File: src/rtl/u8sd_pkg.sv
// ----------------------------------------------------------------------------
// u8sd_pkg: shared types and constants for the UTF-8 stream decoder
// Request record between the front classifier and the back decoder, result
// record, and code point constants.
// ----------------------------------------------------------------------------
package u8sd_pkg;

    localparam int CP_W = 31;

    localparam logic [CP_W-1:0] REPL_CHAR      = 31'h0000_FFFD;
    localparam logic [CP_W-1:0] SURR_LO        = 31'h0000_D800;
    localparam logic [CP_W-1:0] SURR_HI        = 31'h0000_DFFF;
    localparam logic [CP_W-1:0] NONCHAR_FFFE   = 31'h0000_FFFE;
    localparam logic [CP_W-1:0] NONCHAR_FFFF   = 31'h0000_FFFF;
    localparam logic [7:0]      CONT_TAG_MASK  = 8'hC0;
    localparam logic [7:0]      CONT_DATA_MASK = 8'h3F;
    localparam logic [3:0]      MAX_SEQ_LEN    = 4'd6;

    // classified request
    typedef struct packed {
        logic       is_end;    // end-of-string marker
        logic [7:0] data;      // raw byte
        logic       is_cont;   // 10xxxxxx
        logic       is_ascii;  // 0xxxxxxx
        logic [3:0] len;       // leading ones of a lead byte (2..8)
        logic [4:0] bits;      // payload bits of a lead byte
    } item_t;

    typedef struct packed {
        logic [CP_W-1:0] code_point;
        logic            replaced;
        logic            end_result;
        logic            string_had_error;
        logic            last_of_run;
    } result_t;

endpackage

File: src/rtl/u8sd_front.sv
// ----------------------------------------------------------------------------
// u8sd_front: request classifier
// Splits an incoming byte into its class, sequence length and lead payload.
// ----------------------------------------------------------------------------
module u8sd_front import u8sd_pkg::*; (
    input  logic [7:0] data_byte,
    input  logic       string_end,
    output item_t      item
);

    logic [3:0] len;
    logic [7:0] lead_mask;

    always_comb begin
        if (data_byte == 8'hFF) begin
            len = 4'd8;
        end else if (data_byte[7:1] == 7'h7F) begin
            len = 4'd7;
        end else if (data_byte[7:2] == 6'h3F) begin
            len = 4'd6;
        end else if (data_byte[7:3] == 5'h1F) begin
            len = 4'd5;
        end else if (data_byte[7:4] == 4'hF) begin
            len = 4'd4;
        end else if (data_byte[7:5] == 3'h7) begin
            len = 4'd3;
        end else begin
            len = 4'd2;
        end
    end

    assign lead_mask = 8'hFF >> (len + 4'd1);

    always_comb begin
        item.is_end   = string_end;
        item.data     = data_byte;
        item.is_cont  = ((data_byte & CONT_TAG_MASK) == 8'h80);
        item.is_ascii = ~data_byte[7];
        item.len      = len;
        item.bits     = data_byte[4:0] & lead_mask[4:0];
    end

endmodule

File: src/rtl/u8sd_queue.sv
// ----------------------------------------------------------------------------
// u8sd_queue: request queue
// Small FIFO of classified requests between front and back.
// ----------------------------------------------------------------------------
module u8sd_queue import u8sd_pkg::*; #(
    parameter int DEPTH = 4
) (
    input  logic  aclk,
    input  logic  aresetn,
    input  logic  push,
    input  item_t push_item,
    output logic  full,
    input  logic  pop,
    output logic  head_valid,
    output item_t head_item
);

    localparam int AW = (DEPTH > 1) ? $clog2(DEPTH) : 1;
    localparam int CW = $clog2(DEPTH + 1);
    localparam logic [AW-1:0] PTR_LAST = AW'(DEPTH - 1);
    localparam logic [CW-1:0] CNT_FULL = CW'(DEPTH);

    item_t         mem_reg [DEPTH];
    logic [AW-1:0] wr_ptr_reg, wr_ptr_next;
    logic [AW-1:0] rd_ptr_reg, rd_ptr_next;
    logic [CW-1:0] count_reg, count_next;
    logic          do_push, do_pop;

    assign full       = (count_reg == CNT_FULL);
    assign head_valid = (count_reg != '0);
    assign head_item  = mem_reg[rd_ptr_reg];
    assign do_push    = push && !full;
    assign do_pop     = pop && head_valid;

    always_comb begin
        wr_ptr_next = wr_ptr_reg;
        rd_ptr_next = rd_ptr_reg;
        count_next  = count_reg;
        if (do_push) begin
            wr_ptr_next = (wr_ptr_reg == PTR_LAST) ? '0 : wr_ptr_reg + 1'b1;
        end
        if (do_pop) begin
            rd_ptr_next = (rd_ptr_reg == PTR_LAST) ? '0 : rd_ptr_reg + 1'b1;
        end
        if (do_push && !do_pop) begin
            count_next = count_reg + 1'b1;
        end else if (do_pop && !do_push) begin
            count_next = count_reg - 1'b1;
        end
    end

    always_ff @(posedge aclk) begin
        if (!aresetn) begin
            wr_ptr_reg <= '0;
            rd_ptr_reg <= '0;
            count_reg  <= '0;
        end else begin
            wr_ptr_reg <= wr_ptr_next;
            rd_ptr_reg <= rd_ptr_next;
            count_reg  <= count_next;
        end
    end

    always_ff @(posedge aclk) begin
        if (do_push) begin
            mem_reg[wr_ptr_reg] <= push_item;
        end
    end

endmodule

File: src/rtl/u8sd_back.sv
// ----------------------------------------------------------------------------
// u8sd_back: sequence decoder
// Holds the multi-byte sequence state, builds up to two results per request
// and drives the output register.
// ----------------------------------------------------------------------------
module u8sd_back import u8sd_pkg::*; (
    input  logic    aclk,
    input  logic    aresetn,
    input  logic    head_valid,
    input  item_t   head_item,
    output logic    pop,
    output logic    out_valid,
    input  logic    out_ready,
    output result_t out_data
);

    logic [2:0]      rem_reg, rem_next;
    logic [CP_W-1:0] pv_reg, pv_next;
    logic            skip_reg, skip_next;
    logic            chk_reg, chk_next;
    logic            err_reg, err_next;
    logic            phase_reg, phase_next;
    logic            m_valid_reg, m_valid_next;
    result_t         m_data_reg, m_data_next;

    logic            a_v;          // leading replacement (cut short / end)
    logic            b_v;          // main result
    logic [CP_W-1:0] b_cp;
    logic            b_repl;
    logic            b_end;
    logic            b_err;
    logic            do_fresh;
    logic [CP_W-1:0] pv_shift;
    logic [7:0]      ovl_low;
    logic [7:0]      ovl_mask;
    logic            illegal_val;
    logic [1:0]      n_res;
    result_t         r0, r1;
    logic            out_free, emit;

    assign pv_shift = {pv_reg[CP_W-7:0], head_item.data[5:0]};
    assign ovl_low  = (8'h80 >> rem_reg) - 8'd1;
    assign ovl_mask = ~ovl_low & 8'h7F;
    assign illegal_val = ((pv_shift >= SURR_LO) && (pv_shift <= SURR_HI)) ||
                         (pv_shift == NONCHAR_FFFE) || (pv_shift == NONCHAR_FFFF);

    always_comb begin
        rem_next  = rem_reg;
        pv_next   = pv_reg;
        skip_next = skip_reg;
        chk_next  = chk_reg;
        err_next  = err_reg;
        a_v       = 1'b0;
        b_v       = 1'b0;
        b_cp      = '0;
        b_repl    = 1'b0;
        b_end     = 1'b0;
        b_err     = 1'b0;
        do_fresh  = 1'b0;

        if (head_item.is_end) begin
            a_v       = (rem_reg != 3'd0) && !skip_reg;
            b_v       = 1'b1;
            b_end     = 1'b1;
            b_err     = err_reg | a_v;
            rem_next  = '0;
            pv_next   = '0;
            skip_next = 1'b0;
            chk_next  = 1'b0;
        end else if (rem_reg != 3'd0 && !head_item.is_cont) begin
            // sequence cut short, byte decoded again as a new lead
            a_v      = !skip_reg;
            do_fresh = 1'b1;
        end else if (rem_reg != 3'd0) begin
            rem_next = rem_reg - 3'd1;
            if (skip_reg) begin
                // absorbed silently
            end else if (chk_reg && ((head_item.data & ovl_mask) == 8'h00)) begin
                b_v       = 1'b1;
                b_repl    = 1'b1;
                b_cp      = REPL_CHAR;
                skip_next = 1'b1;
                chk_next  = 1'b0;
            end else begin
                chk_next = 1'b0;
                pv_next  = pv_shift;
                if (rem_reg == 3'd1) begin
                    b_v    = 1'b1;
                    b_repl = illegal_val;
                    b_cp   = illegal_val ? REPL_CHAR : pv_shift;
                end
            end
        end else begin
            do_fresh = 1'b1;
        end

        if (do_fresh) begin
            skip_next = 1'b0;
            chk_next  = 1'b0;
            rem_next  = '0;
            if (head_item.is_cont) begin
                b_v    = 1'b1;
                b_repl = 1'b1;
                b_cp   = REPL_CHAR;
            end else if (head_item.is_ascii) begin
                b_v  = 1'b1;
                b_cp = {{(CP_W-8){1'b0}}, head_item.data};
            end else if (head_item.len > MAX_SEQ_LEN) begin
                // FE / FF: absorb len-1 continuations
                b_v       = 1'b1;
                b_repl    = 1'b1;
                b_cp      = REPL_CHAR;
                skip_next = 1'b1;
                rem_next  = 3'(head_item.len - 4'd1);
            end else if (head_item.len == 4'd2 && head_item.bits < 5'd2) begin
                // C0 / C1 overlong
                b_v       = 1'b1;
                b_repl    = 1'b1;
                b_cp      = REPL_CHAR;
                skip_next = 1'b1;
                rem_next  = 3'd1;
            end else begin
                chk_next = (head_item.bits == 5'd0);
                pv_next  = {{(CP_W-5){1'b0}}, head_item.bits};
                rem_next = 3'(head_item.len - 4'd1);
            end
        end

        if (head_item.is_end) begin
            err_next = 1'b0;
        end else begin
            err_next = err_reg | a_v | (b_v & b_repl);
        end
    end

    // result packing: replacement first, then main result
    always_comb begin
        r1.code_point       = b_cp;
        r1.replaced         = b_repl;
        r1.end_result       = b_end;
        r1.string_had_error = b_err;
        r1.last_of_run      = 1'b1;
        if (a_v) begin
            r0.code_point       = REPL_CHAR;
            r0.replaced         = 1'b1;
            r0.end_result       = 1'b0;
            r0.string_had_error = 1'b0;
            r0.last_of_run      = !b_v;
        end else begin
            r0 = r1;
        end
        n_res = {1'b0, a_v} + {1'b0, b_v};
    end

    assign out_free = !m_valid_reg || out_ready;
    assign emit     = head_valid && (n_res != 2'd0) && out_free;
    assign pop      = head_valid &&
                      ((n_res == 2'd0) || (out_free && ((n_res == 2'd1) || phase_reg)));

    always_comb begin
        phase_next   = phase_reg;
        m_valid_next = m_valid_reg;
        m_data_next  = m_data_reg;
        if (out_ready) begin
            m_valid_next = 1'b0;
        end
        if (emit) begin
            m_valid_next = 1'b1;
            m_data_next  = phase_reg ? r1 : r0;
            phase_next   = (n_res == 2'd2) && !phase_reg;
        end
    end

    always_ff @(posedge aclk) begin
        if (!aresetn) begin
            rem_reg     <= '0;
            pv_reg      <= '0;
            skip_reg    <= 1'b0;
            chk_reg     <= 1'b0;
            err_reg     <= 1'b0;
            phase_reg   <= 1'b0;
            m_valid_reg <= 1'b0;
        end else begin
            phase_reg   <= phase_next;
            m_valid_reg <= m_valid_next;
            if (pop) begin
                rem_reg  <= rem_next;
                pv_reg   <= pv_next;
                skip_reg <= skip_next;
                chk_reg  <= chk_next;
                err_reg  <= err_next;
            end
        end
    end

    always_ff @(posedge aclk) begin
        m_data_reg <= m_data_next;
    end

    assign out_valid = m_valid_reg;
    assign out_data  = m_data_reg;

endmodule

File: src/rtl/utf8_stream_decoder.sv
// ----------------------------------------------------------------------------
// utf8_stream_decoder: six-byte UTF-8 stream decoder
// Throughput: 1 request per cycle unless the result channel stalls;
// a request that yields two results passes both, one after the other,
// through the decoder's single output register.
// Reset (aresetn low, synchronous): queue emptied, sequence state and error
// flag cleared, no result pending.
// ----------------------------------------------------------------------------
module utf8_stream_decoder import u8sd_pkg::*; #(
    parameter int QUEUE_DEPTH = 4
) (
    input  logic            aclk,
    input  logic            aresetn,
    // request channel
    input  logic            s_valid,
    output logic            s_ready,
    input  logic [7:0]      s_data_byte,
    input  logic            s_string_end,
    // result channel
    output logic            m_valid,
    input  logic            m_ready,
    output logic [CP_W-1:0] m_code_point,
    output logic            m_replaced,
    output logic            m_end_result,
    output logic            m_string_had_error,
    output logic            m_last_of_run
);

    // Front: classify the byte (continuation / ASCII / lead length + payload)
    // on the way into the queue. The queue decouples input acceptance from
    // the decoder, so s_ready depends only on queue occupancy and a stalled
    // result channel does not immediately stall the source.
    // Back: the sequence state machine pops one request per cycle while the
    // output register can take a result; requests that yield no result
    // (mid-sequence continuation bytes, absorbed bytes) pop without output.

    item_t   in_item;
    item_t   head_item;
    logic    q_full;
    logic    head_valid;
    logic    pop;
    result_t out_data;

    u8sd_front u_front (
        .data_byte  (s_data_byte),
        .string_end (s_string_end),
        .item       (in_item)
    );

    u8sd_queue #(
        .DEPTH (QUEUE_DEPTH)
    ) u_queue (
        .aclk       (aclk),
        .aresetn    (aresetn),
        .push       (s_valid),
        .push_item  (in_item),
        .full       (q_full),
        .pop        (pop),
        .head_valid (head_valid),
        .head_item  (head_item)
    );

    u8sd_back u_back (
        .aclk       (aclk),
        .aresetn    (aresetn),
        .head_valid (head_valid),
        .head_item  (head_item),
        .pop        (pop),
        .out_valid  (m_valid),
        .out_ready  (m_ready),
        .out_data   (out_data)
    );

    assign s_ready            = !q_full;
    assign m_code_point       = out_data.code_point;
    assign m_replaced         = out_data.replaced;
    assign m_end_result       = out_data.end_result;
    assign m_string_had_error = out_data.string_had_error;
    assign m_last_of_run      = out_data.last_of_run;

    // the terminating result always closes its request's run
    a_end_is_last: assert property (@(posedge aclk) disable iff (!aresetn)
        (m_valid && m_end_result) |-> m_last_of_run)
        else $error("end result without last_of_run");

    // replacements always carry U+FFFD and are never the terminating result
    a_repl_value: assert property (@(posedge aclk) disable iff (!aresetn)
        (m_valid && m_replaced) |-> (m_code_point == REPL_CHAR && !m_end_result))
        else $error("replacement result with wrong value");

    // error flag only reported on a terminating result with zero code point
    a_err_on_end: assert property (@(posedge aclk) disable iff (!aresetn)
        (m_valid && m_string_had_error) |-> (m_end_result && m_code_point == '0))
        else $error("error flag outside end result");

    // the back end only pops a request that is present
    a_pop_valid: assert property (@(posedge aclk) disable iff (!aresetn)
        pop |-> head_valid)
        else $error("pop from empty queue");

endmodule

File: config.mk
export PLATFORM = sky130hd
export DESIGN_NAME = utf8_stream_decoder
export DESIGN_NICKNAME = d
export VERILOG_FILES = /design/src/rtl/u8sd_pkg.sv /design/src/rtl/u8sd_front.sv /design/src/rtl/u8sd_queue.sv /design/src/rtl/u8sd_back.sv /design/src/rtl/utf8_stream_decoder.sv
export SDC_FILE = /design/constraint.sdc
export NUM_CORES = 1
export LEC_CHECK = 0
export BUFFER_PORTS_ARGS = -buffer_cell sky130_fd_sc_hd__buf_2
export CAP_MARGIN = 40
export CORE_UTILIZATION = 60
export CTS_CLUSTER_DIAMETER = 120
export DETAILED_ROUTE_END_ITERATION = 6
export HOLD_SLACK_MARGIN = 0.08
export PLACE_DENSITY = 0.88
export RECOVER_POWER = 25
export SYNTH_ARGS = -nofsm -noshare
export SYNTH_HDL_FRONTEND = slang
export SYNTH_SLANG_ARGS = --single-unit
export TNS_END_PERCENT = 50
File: constraint.sdc
create_clock -name aclk -period 6.8 [get_ports aclk]
set_clock_uncertainty 0.05 [all_clocks]
set_input_delay 0.68 -clock aclk [delete_from_list [all_inputs] [get_ports aclk]]
set_output_delay 0.68 -clock aclk [all_outputs]
set_load 0.005 [all_outputs]
==> flow_summary.rst, run 1 <==
.. list-table::
   :header-rows: 1

   * - Metric
     - Value
   * - Status
     - finished clean
   * - Antenna-violating nets left
     - 0
   * - Fill cells
     - 703
   * - Power per cell area
     - 433 mW/mm^2
   * - Placed cell area
     - 0.00733 sq mm
   * - Area Overhead vs Synth
     - 14.8%
   * - Total routed wirelength
     - 14700 um
   * - Hold buffer count at CTS
     - 0
   * - WP data required
     - 7.09 ns
   * - Number of cells on the worst hold path
     - 2
   * - Max-cap violation count
     - 0
   * - Ratio of final minimum period to clock period
     - 0.736
   * - Clock Pin Slew Worst Setup and Hold Paths
     - around 0.07 ns
   * - Final antenna diode count
     - 0
   * - Number of port buffers
     - just under 50
   * - Residual DRC
     - 0
   * - Die boundary height
     - 109 um
   * - Io pins
     - 50
   * - Final Hold Viols
     - 0
   * - Clock tree root driver cell
     - sky130_fd_sc_hd__clkbuf_16
   * - Critical path arrival
     - 5.29 ns
   * - Met1 usage in global routing
     - 0.346
   * - Finish-stage setup viols
     - 0
   * - Kind of launch point of the worst setup path
     - flop
   * - Clock tree from TritonCTS
     - yes
   * - DP Wirelength
     - 9980 um
   * - Static Leakage
     - 2.92 nW
   * - Clock Path Buffers
     - 2
   * - Most used cells in the layout excluding fill and tap cells
     - sky130_fd_sc_hd__edfxtp_1 (115), sky130_fd_sc_hd__dfxtp_1 (42), sky130_fd_sc_hd__buf_2 (40), sky130_fd_sc_hd__nor2_1 (29), sky130_fd_sc_hd__nand2_1 (22)
   * - GR met3 Demand/Resource
     - 0.0574
   * - Overall die area
     - 0.0119 sq mm
   * - Met2 routing resource usage after global routing
     - 0.447
   * - Count of instances resized after the clock tree is built
     - 0
   * - Via count of the first global-routing pass
     - 4409
   * - Class of the tightest hold or removal check
     - reg -> reg
   * - Number of antenna violations at the first check in global routing
     - 0
   * - Total core area
     - 0.0110 sq mm
   * - Number of iterations in the first detailed-routing pass
     - 5
   * - RSZ-0062 raised after global routing
     - false
   * - Post-route design area
     - 0.00791 sq mm
   * - Most Used Layer, Global Route
     - met2
   * - Endpoint type of the worst setup path
     - flop
   * - Register-to-Register Path Depth
     - 17
   * - Initial Util
     - 0.625
   * - Worst VDD drop
     - 0.000259 V
   * - Clock sink count
     - 157
   * - Number of instances in the synthesized netlist
     - about 500
   * - Pin count of the biggest net entering global routing
     - 38
   * - Post-synthesis sequential area ratio
     - 0.623
   * - Initial detailed-routing violation count
     - approximately 330
   * - CTS buffer count
     - 17
   * - Register bit count reported by yosys
     - 157
   * - DR vias/cell
     - 6.30
   * - Total nets after synthesis
     - 528
   * - Number of warnings reported in the yosys synthesis log
     - 0
   * - Final worst path period need
     - 5.00 ns
   * - Post-CTS setup buffer count
     - 0
   * - Most used flip-flop cell after synthesis
     - sky130_fd_sc_hd__edfxtp_1
   * - Tightest slew margin relative to the limit
     - 0.278
   * - Flip-flop count of the largest register, all copies and words added
     - 80
   * - Global-route wire length before repair
     - 23500 um
   * - Global routing usage summed across all routing layers
     - 0.273
   * - Worst-path maximum fanout
     - 18
   * - Routability congestion estimate
     - 0.930
   * - Chip Width
     - 109 um
   * - Total Negative Setup Slacks
     - 0 ns
   * - Via count
     - 4439
   * - Highest clock rate
     - around 200 MHz
   * - Total overflow reported by the global router
     - 0
   * - Critical path type
     - reg -> reg
   * - Number of nets in the final layout
     - 584
   * - Skew-Pair Late Insertion Delay
     - 0.42 ns
   * - Fraction of synthesis flops using an asynchronous set or reset pin
     - 0
   * - Number of synthesized flops with an enable pin
     - 115
   * - Number of slew-limit violations in the final report
     - 0
   * - Synthesized area
     - 0.00689 sq mm
   * - Number of unique standard cell types used by synthesis
     - 58
   * - Number of H-tree levels
     - 4
   * - Wirelength per Cell
     - 20.9 um
   * - Worst slew pin tran
     - around 1.1 ns
   * - Share of post-route cells with drive strength above 1
     - 0.193
   * - Most frequent standard cell in the layout excluding fill and tap cells
     - sky130_fd_sc_hd__edfxtp_1
   * - Count of standard-cell rows
     - 38
   * - Synthesized area per cell
     - 13.9 sq um
[metal layers]
metal  wire [um]  vias up  part of all wire
li1            -     2016                 -
met1        6020     2182              0.41
met2        7300      197              0.50
met3         917       44             0.062
met4         503        0             0.034
met5           0        -                 0
[cell families (layout without fill, tap and decap cells)]
family | after synthesis | count (layout) | share of synthesized area
compound gates | 111 | 111 | 0.121
xor+xnor | 7 | 7 | 0.00889
fa+ha+maj | 19 | 19 | 0.0356
buf+inv | 42 | 111 | 0.0299
flops | 157 | 157 | 0.623
mux | 29 | 29 | 0.0804
simple gates | 131 | 131 | 0.102
[worst paths after layout]
check	slack, ns	start	endpoint
setup reg to reg	1.80	u_back.rem_reg[0]$_SDFFE_PN0P_	u_queue.count_reg[2]$_SDFFE_PN0P_
hold reg to reg	0.43	u_queue.rd_ptr_reg[1]$_SDFFE_PN0N_	u_queue.rd_ptr_reg[1]$_SDFFE_PN0N_
setup / recovery	1.80	u_back.rem_reg[0]$_SDFFE_PN0P_	u_queue.count_reg[2]$_SDFFE_PN0P_
hold / removal	0.43	u_queue.rd_ptr_reg[1]$_SDFFE_PN0N_	u_queue.rd_ptr_reg[1]$_SDFFE_PN0N_
[power by group]
group | internal, W | switching [W] | total [W]
clock | 0.000556 | 0.000395 | 0.000951
combinational | 0.000434 | 0.000670 | 0.00110
sequential | 0.00129 | 0.0000834 | 0.00137
[synthesized netlist by cell type (8+ instances only)]
cell type,n,area (sq um)
sky130_fd_sc_hd__clkbuf_1,12,45.0
sky130_fd_sc_hd__edfxtp_1,115,3450
sky130_fd_sc_hd__nor3_1,9,45.0
sky130_fd_sc_hd__o21ai_0,20,100
sky130_fd_sc_hd__a21o_1,8,60.1
sky130_fd_sc_hd__nor2_1,29,109
sky130_fd_sc_hd__nand2_1,22,82.6
sky130_fd_sc_hd__a22o_1,20,175
sky130_fd_sc_hd__dfxtp_1,42,841
sky130_fd_sc_hd__and2_1,20,125
sky130_fd_sc_hd__inv_1,21,78.8
sky130_fd_sc_hd__a21oi_1,21,105
sky130_fd_sc_hd__ha_1,18,225
sky130_fd_sc_hd__mux4_2,13,293
[through the flow]
stage | setup WS (ns) | total power [W] | cells | hold WS (ns) | utilization
4_1_cts | 1.84 | 0.00343 | 705 | 0.425 | 0.719
6_report | 1.80 | 0.00343 | 705 | 0.432 | 0.717
2_1_floorplan | 1.33 | 0.00214 | 496 | 0.398 | -
3_3_place_gp | 1.65 | 0.00241 | 666 | 0.414 | 0.653
5_1_grt | 1.54 | 0.00361 | 705 | 0.470 | 0.717
3_5_place_dp | 1.89 | 0.00247 | 673 | 0.419 | 0.665
[area by class of cell]
class	count	area, sq um	share of cell area
inverters	21	78.8	0.00996
well taps	140	175	0.0221
multi-input cells	297	2400	0.303
repair buffers	58	364	0.0460
clock inverters	12	123	0.0155
clock buffers	20	478	0.0604
flip-flops and latches	157	4290	0.543
[worst max-delay path, cell delays in order, from the launching register on]
cell,delay [ns]
sky130_fd_sc_hd__dfxtp_1,0.40
sky130_fd_sc_hd__inv_1,0.12
sky130_fd_sc_hd__ha_1,0.32
sky130_fd_sc_hd__or4_1,0.55
sky130_fd_sc_hd__a32o_1,0.26
sky130_fd_sc_hd__o21ai_1,0.36
sky130_fd_sc_hd__a31oi_1,0.22
sky130_fd_sc_hd__o22ai_1,0.33
sky130_fd_sc_hd__ha_1,0.19
sky130_fd_sc_hd__nor2_1,0.04
sky130_fd_sc_hd__nor2_1,0.10
sky130_fd_sc_hd__o21ba_2,0.36
sky130_fd_sc_hd__inv_1,0.31
sky130_fd_sc_hd__ha_1,0.31
sky130_fd_sc_hd__fa_1,0.38
sky130_fd_sc_hd__xnor2_1,0.14
sky130_fd_sc_hd__or3_1,0.31
sky130_fd_sc_hd__a21oi_1,0.16
Note: power is estimated with default switching activity, not from simulation.
==> run 2: changes to the inputs <==
--- a/config.mk
+++ b/config.mk
@@ -7,11 +7,11 @@
 export LEC_CHECK = 0
 export BUFFER_PORTS_ARGS = -buffer_cell sky130_fd_sc_hd__buf_2
 export CAP_MARGIN = 40
-export CORE_UTILIZATION = 60
+export CORE_UTILIZATION = 54
 export CTS_CLUSTER_DIAMETER = 120
 export DETAILED_ROUTE_END_ITERATION = 6
 export HOLD_SLACK_MARGIN = 0.08
-export PLACE_DENSITY = 0.88
+export PLACE_DENSITY = 0.84
 export RECOVER_POWER = 25
 export SYNTH_ARGS = -nofsm -noshare
 export SYNTH_HDL_FRONTEND = slang
==> constraint.sdc (replaced) <==
create_clock -name aclk -period 4.25 [get_ports aclk]
set_clock_uncertainty 0.05 [all_clocks]
set_input_delay 0.425 -clock aclk [delete_from_list [all_inputs] [get_ports aclk]]
set_output_delay 0.425 -clock aclk [all_outputs]
set_load 0.005 [all_outputs]
==> flow_summary.rst, run 2 (synthesis results as in run 1) <==
.. list-table::
   :header-rows: 1

   * - Metric
     - Value
   * - Status
     - finished clean
   * - Number of H-tree levels
     - 4
   * - Static Leakage
     - 2.95 nW
   * - Hold buffer count at CTS
     - 0
   * - Reg2reg end
     - u_queue.count_reg[2]$_SDFFE_PN0P_
   * - Clock tree root driver cell
     - sky130_fd_sc_hd__clkbuf_16
   * - Area Overhead vs Synth
     - 17.0%
   * - Clock Pin Slew Worst Setup and Hold Paths
     - 0.06 ns
   * - Total core area
     - 0.0122 sq mm
   * - Highest clock rate
     - 249 MHz
   * - Power per cell area
     - between 700 and 800 mW/mm^2
   * - Antenna-violating nets left
     - 0
   * - Skew-Pair Late Insertion Delay
     - roughly 0.43 ns
   * - Number of nets in the final layout
     - 590
   * - Initial detailed-routing violation count
     - 351
   * - CTS buffer count
     - 17
   * - Most Used Layer, Global Route
     - met2
   * - Total routed wirelength
     - 14500 um
   * - Post-CTS setup buffer count
     - 0
   * - Most frequent standard cell in the layout excluding fill and tap cells
     - sky130_fd_sc_hd__edfxtp_1
   * - Chip Width
     - 115 um
   * - Initial Util
     - 0.565
   * - Routability congestion estimate
     - 0.885
   * - Setup WS pre-CTS
     - about 0.12 ns
   * - Global-route wire length before repair
     - 22600 um
   * - Count of instances resized after the clock tree is built
     - 0
   * - Class of the tightest hold or removal check
     - in -> reg
   * - Number of slew-limit violations in the final report
     - 0
   * - Overall die area
     - ~0.013 sq mm
   * - Final worst path period need
     - around 4 ns
   * - Final Hold Viols
     - 0
   * - Endpoint type of the worst setup path
     - flop
   * - Worst slew pin tran
     - 0.755 ns
   * - Layout Cells excl Fill
     - 739
   * - Total overflow reported by the global router
     - 0
   * - Clock Path Buffers
     - 2
   * - Number of port buffers
     - 49
   * - Max-cap violation count
     - 0
   * - Worst VDD drop
     - just under 0.0005 V
   * - RSZ-0062 raised after global routing
     - false
   * - Io pins
     - 50
   * - Setup ws final
     - between 0.2 and 0.25 ns
   * - Reg-to-reg slack, setup
     - between 0.2 and 0.25 ns
   * - Clock tree from TritonCTS
     - yes
   * - Die boundary height
     - 115 um
   * - Pin count of the biggest net entering global routing
     - 38
   * - Flip-flop count of the largest register, all copies and words added
     - 80
   * - WP data required
     - ~4.6 ns
   * - Design Power
     - 0.00573 W
   * - Finish-stage setup viols
     - 0
   * - Critical path arrival
     - about 4.3 ns
   * - Number of antenna violations at the first check in global routing
     - 0
   * - Residual DRC
     - 0
   * - Met1 usage in global routing
     - 0.281
   * - Register-to-Register Path Depth
     - 18
   * - Area occupied by multi-input gates
     - 0.00243 sq mm
   * - Met2 routing resource usage after global routing
     - 0.409
   * - Clock sink count
     - approximately 160
   * - Post-placement cell count
     - 707
   * - DP Wirelength
     - about 9800 um
   * - Capture point of the critical path
     - u_queue.count_reg[2]$_SDFFE_PN0P_
   * - Register area
     - between 0.004 and 0.005 sq mm
   * - Via count
     - 4381
   * - Share of post-route cells with drive strength above 1
     - 0.201
   * - Worst-path maximum fanout
     - 21
   * - DR vias/cell
     - 5.93
   * - Via count of the first global-routing pass
     - 4234
   * - Count of standard-cell rows
     - 40
   * - Global routing usage summed across all routing layers
     - 0.238
   * - Number of iterations in the first detailed-routing pass
     - 5
   * - GR met3 Demand/Resource
     - 0.0633
   * - Wirelength per Cell
     - 19.6 um
   * - Final antenna diode count
     - 0
   * - Ratio of final minimum period to clock period
     - 0.945
   * - Kind of launch point of the worst setup path
     - flop
   * - Tightest slew margin relative to the limit
     - 0.494
   * - Most used cells in the layout excluding fill and tap cells
     - sky130_fd_sc_hd__edfxtp_1 (115), sky130_fd_sc_hd__dfxtp_1 (41), sky130_fd_sc_hd__buf_2 (34), sky130_fd_sc_hd__nor2_1 (29), sky130_fd_sc_hd__nand2_1 (22)
   * - Fill cells
     - 882
   * - Critical path type
     - reg -> reg
## run 2: cell count changes in the layout (fill, tap and decap cells not counted), sizes merged
cell	change
bufinv	+4
clkbuf	+3
inv	-2
buf	+1
clkinv	-1
clkinvlp	+1
## run 2: area by class of cell
cell class / count / share of cell area
flip-flops and latches: 157 / 0.533
multi-input cells: 297 / 0.301
clock buffers: 18 / 0.0545
repair buffers: 64 / 0.0478
clock inverters: 14 / 0.0284
well taps: 168 / 0.0261
inverters: 21 / 0.00978
## run 2: worst max-delay path: stages, from the launching register on
cell and delay [ns]:
sky130_fd_sc_hd__dfxtp_1 0.35, sky130_fd_sc_hd__buf_12 0.20, sky130_fd_sc_hd__mux2_2 0.36, sky130_fd_sc_hd__o21ai_1 0.26
sky130_fd_sc_hd__ha_1 0.24, sky130_fd_sc_hd__inv_1 0.06, sky130_fd_sc_hd__a31oi_2 0.21, sky130_fd_sc_hd__o211a_4 0.26
sky130_fd_sc_hd__o22ai_2 0.11, sky130_fd_sc_hd__ha_1 0.29, sky130_fd_sc_hd__nor2_1 0.04, sky130_fd_sc_hd__nor2_1 0.09
sky130_fd_sc_hd__o21ba_2 0.14, sky130_fd_sc_hd__inv_1 0.05, sky130_fd_sc_hd__ha_1 0.21, sky130_fd_sc_hd__fa_1 0.39
sky130_fd_sc_hd__xnor2_1 0.15, sky130_fd_sc_hd__or3_1 0.30, sky130_fd_sc_hd__a21oi_1 0.14
## run 2: power by group
part | internal, W | leakage (nW) | switching (W) | total, W
sequential | 0.00206 | 1.43 | 0.000127 | 0.00219
combinational | 0.000738 | 1.21 | 0.00111 | 0.00185
clock | 0.00107 | 0.320 | 0.000621 | 0.00169
## run 2: routing by layer
metal	share of wire	up-vias	wire [um]
met3	0.060	33	868
li1	-	2033	-
met1	0.40	2126	5790
met2	0.52	189	7470
met4	0.024	0	352
met5	0	-	0
## run 2: worst min path at each step
stage / startpoint / end / slack [ns] / depth (start not counted)
after floorplan: u_back.pv_reg[23]$_SDFFE_PN0P_ / u_back.pv_reg[23]$_SDFFE_PN0P_ / 0.40 / 1
after global placement: u_back.pv_reg[21]$_SDFFE_PN0P_ / u_back.pv_reg[21]$_SDFFE_PN0P_ / 0.42 / 1
after detailed placement: u_back.pv_reg[23]$_SDFFE_PN0P_ / u_back.pv_reg[23]$_SDFFE_PN0P_ / 0.43 / 1
after CTS: s_string_end / u_queue.mem_reg[1][19]$_DFFE_PP_ / 0.14 / 1
after global routing: s_string_end / u_queue.mem_reg[1][19]$_DFFE_PP_ / 0.20 / 1
final: s_string_end / u_queue.mem_reg[1][19]$_DFFE_PP_ / 0.20 / 1
## run 2: metrics by stage
step           cell area, sq um  utilization  hold WS [ns]  TNS (ns)
6_report                   8060        0.660         0.197         0
5_1_grt                    8060        0.660         0.199         0
4_1_cts                    8060        0.660         0.145         0
3_5_place_dp               7390        0.605         0.434         0
3_3_place_gp               7320        0.599         0.422         0
2_1_floorplan              6910            -         0.398   -0.0620
==> run 3: changes to the inputs <==
==> constraint.sdc (replaced) <==
create_clock -name aclk -period 4.25 [get_ports aclk]
set_clock_uncertainty 0.05 [all_clocks]
set_input_delay 0.425 -clock aclk [delete_from_list [all_inputs] [get_ports aclk]]
set_output_delay 0.425 -clock aclk [all_outputs]
set_load 0.01 [all_outputs]
==> flow_summary.rst, run 3 (synthesis results as in run 1) <==
.. list-table::
   :header-rows: 1

   * - Metric
     - Value
   * - Status
     - finished clean
   * - Worst slew pin tran
     - 0.750 ns
   * - Clock Path Buffers
     - 2
   * - RSZ-0062 raised after global routing
     - false
   * - Setup WS pre-CTS
     - roughly 0.12 ns
   * - Clock sink count
     - 157
   * - Placed cell area
     - around 0.0074 sq mm
   * - Max-cap violation count
     - 0
   * - Number of antenna violations at the first check in global routing
     - 0
   * - Number of slew-limit violations in the final report
     - 0
   * - Critical path arrival
     - 4.33 ns
   * - Clock tree from TritonCTS
     - yes
   * - Reg-to-reg slack, setup
     - 0.23 ns
   * - Overall die area
     - 0.0132 sq mm
   * - Chip Width
     - approximately 110 um
   * - Residual DRC
     - 0
   * - Post-Route Hold Slack
     - about 0.2 ns
   * - Final Hold Viols
     - 0
   * - DR vias/cell
     - just under 6
   * - Start point of the worst min-delay path
     - s_string_end
   * - Global routing usage summed across all routing layers
     - 0.238
   * - CTS buffer count
     - 17
   * - Via count of the first global-routing pass
     - 4234
   * - Area Overhead vs Synth
     - 17.0%
   * - Finish-stage setup viols
     - 0
   * - Static Leakage
     - between 2 and 3 nW
   * - Post-route design area
     - around 0.0081 sq mm
   * - Fill cells
     - 881
   * - Most frequent standard cell in the layout excluding fill and tap cells
     - sky130_fd_sc_hd__edfxtp_1
   * - Slowest library cell on the worst path
     - sky130_fd_sc_hd__fa_1
   * - Clock tree root driver cell
     - sky130_fd_sc_hd__clkbuf_16
   * - Die boundary height
     - 115 um
   * - Initial detailed-routing violation count
     - 299
   * - Highest clock rate
     - approximately 250 MHz
   * - Flip-flop count of the largest register, all copies and words added
     - 80
   * - Clock Pin Slew Worst Setup and Hold Paths
     - 0.06 ns
   * - DP Wirelength
     - ~9800 um
   * - Delay contributed by the slowest stage of the critical path
     - 0.39 ns
   * - Number of nets in the final layout
     - 590
   * - Global-route wire length before repair
     - 22600 um
   * - Via count
     - 4398
   * - Register-to-Register Path Depth
     - 18
   * - Initial Util
     - 0.565
   * - Routability congestion estimate
     - 0.885
   * - Tightest slew margin relative to the limit
     - 0.497
   * - Most used cells in the layout excluding fill and tap cells
     - sky130_fd_sc_hd__edfxtp_1 (115), sky130_fd_sc_hd__dfxtp_1 (41), sky130_fd_sc_hd__buf_2 (33), sky130_fd_sc_hd__nor2_1 (29), sky130_fd_sc_hd__nand2_1 (22)
   * - Design Power
     - 0.00580 W
   * - Count of standard-cell rows
     - 40
   * - Total core area
     - around 0.012 sq mm
   * - Ordered list of cells on the worst path
     - buf_12 > mux2_2 > o21ai_1 > ha_1 > inv_1 > a31oi_2 > o211a_4 > o22ai_2 > ha_1 > nor2_1 > nor2_1 > o21ba_2 > inv_1 > ha_1 > fa_1 > xnor2_1 > or3_1 > a21oi_1
   * - Worst-path maximum fanout
     - 21
   * - Share of post-route cells with drive strength above 1
     - 0.200
   * - Final worst path period need
     - a little over 4 ns
   * - Kind of launch point of the worst setup path
     - flop
   * - Total overflow reported by the global router
     - 0
   * - Pin count of the biggest net entering global routing
     - 38
   * - Number of port buffers
     - 49
   * - Number of cells on the worst hold path
     - 1
   * - Endpoint type of the worst setup path
     - flop
   * - Total routed wirelength
     - approximately 15000 um
   * - Destination of the worst hold path
     - u_queue.mem_reg[2][19]$_DFFE_PP_
   * - Wirelength per Cell
     - ~20 um
   * - Io pins
     - 50
   * - Setup ws final
     - ~0.23 ns
   * - Power per cell area
     - 720 mW/mm^2
   * - Cell with the most instances on the worst path
     - sky130_fd_sc_hd__ha_1
   * - Antenna-violating nets left
     - 0
   * - Final design utilization
     - 0.660
   * - Worst VDD drop
     - 0.000496 V
   * - Critical path type
     - reg -> reg
   * - Ratio of final minimum period to clock period
     - 0.946
   * - Reg2reg end
     - u_queue.count_reg[2]$_SDFFE_PN0P_
   * - Number of H-tree levels
     - 4
   * - Number of iterations in the first detailed-routing pass
     - 5
   * - Class of the tightest hold or removal check
     - in -> reg
   * - Post-CTS setup buffer count
     - 0
   * - WP data required
     - approximately 4.6 ns
   * - Final antenna diode count
     - 0
   * - Skew-Pair Late Insertion Delay
     - 0.43 ns
-- run 3: cell types whose count changed in the layout (fill, tap and decap cells not counted) --
cell / change
sky130_fd_sc_hd__clkbuf_1: +1
sky130_fd_sc_hd__buf_2: -1
-- run 3: layer usage --
metal,up-vias,global-route usage,share of wire
met5,-,0,0
met3,35,0.0633,0.057
met1,2150,0.281,0.40
met4,0,0.106,0.026
li1,2037,-,-
met2,176,0.409,0.51
-- run 3: stage by stage --
stage	TNS [ns]	cells
after floorplan	-0.0621	496
after global placement	0	702
after detailed placement	0	707
after CTS	0	739
after global routing	0	739
final	0	739
-- run 3: timing repair --
action,CTS,global route
setup endpoints to repair,0,1
endpoints found under the hold margin,0,0
resized for setup,0,5
hold buffers,0,0
-- run 3: layout make-up --
class                   instances  area (sq um)  area share
inverters                      21          78.8     0.00978
multi-input cells             297          2430       0.301
repair buffers                 64           384      0.0476
flip-flops and latches        157          4300       0.533
clock buffers                  18           439      0.0545
well taps                     168           210      0.0261
clock inverters                14           229      0.0284
-- run 3: how the worst max path moves through the flow --
stage,cells past startpoint,endpoint,startpoint
after floorplan,17,u_queue.count_reg[2]$_SDFFE_PN0P_,flop
after global placement,15,u_queue.count_reg[2]$_SDFFE_PN0P_,flop
after detailed placement,15,u_queue.count_reg[2]$_SDFFE_PN0P_,flop
after CTS,18,u_queue.count_reg[2]$_SDFFE_PN0P_,flop
after global routing,18,u_queue.count_reg[2]$_SDFFE_PN0P_,flop
final,18,u_queue.count_reg[2]$_SDFFE_PN0P_,flop
-- run 3: power by group --
part	switching (W)	internal, W
registers	0.000128	0.00206
clock network	0.000623	0.00107
logic	0.00118	0.000739
-- run 3: critical path: cells and delay by family, from the launching register on --
kind / cells / cell delay [ns]
AO/OA/AOI/OAI: 6 / 1.12
multiplexers: 1 / 0.36
flip-flops: 1 / 0.35
adder cells (fa/ha/maj): 4 / 1.13
AND/OR/NAND/NOR: 3 / 0.43
XOR/XNOR: 1 / 0.15
buffers and inverters: 3 / 0.32
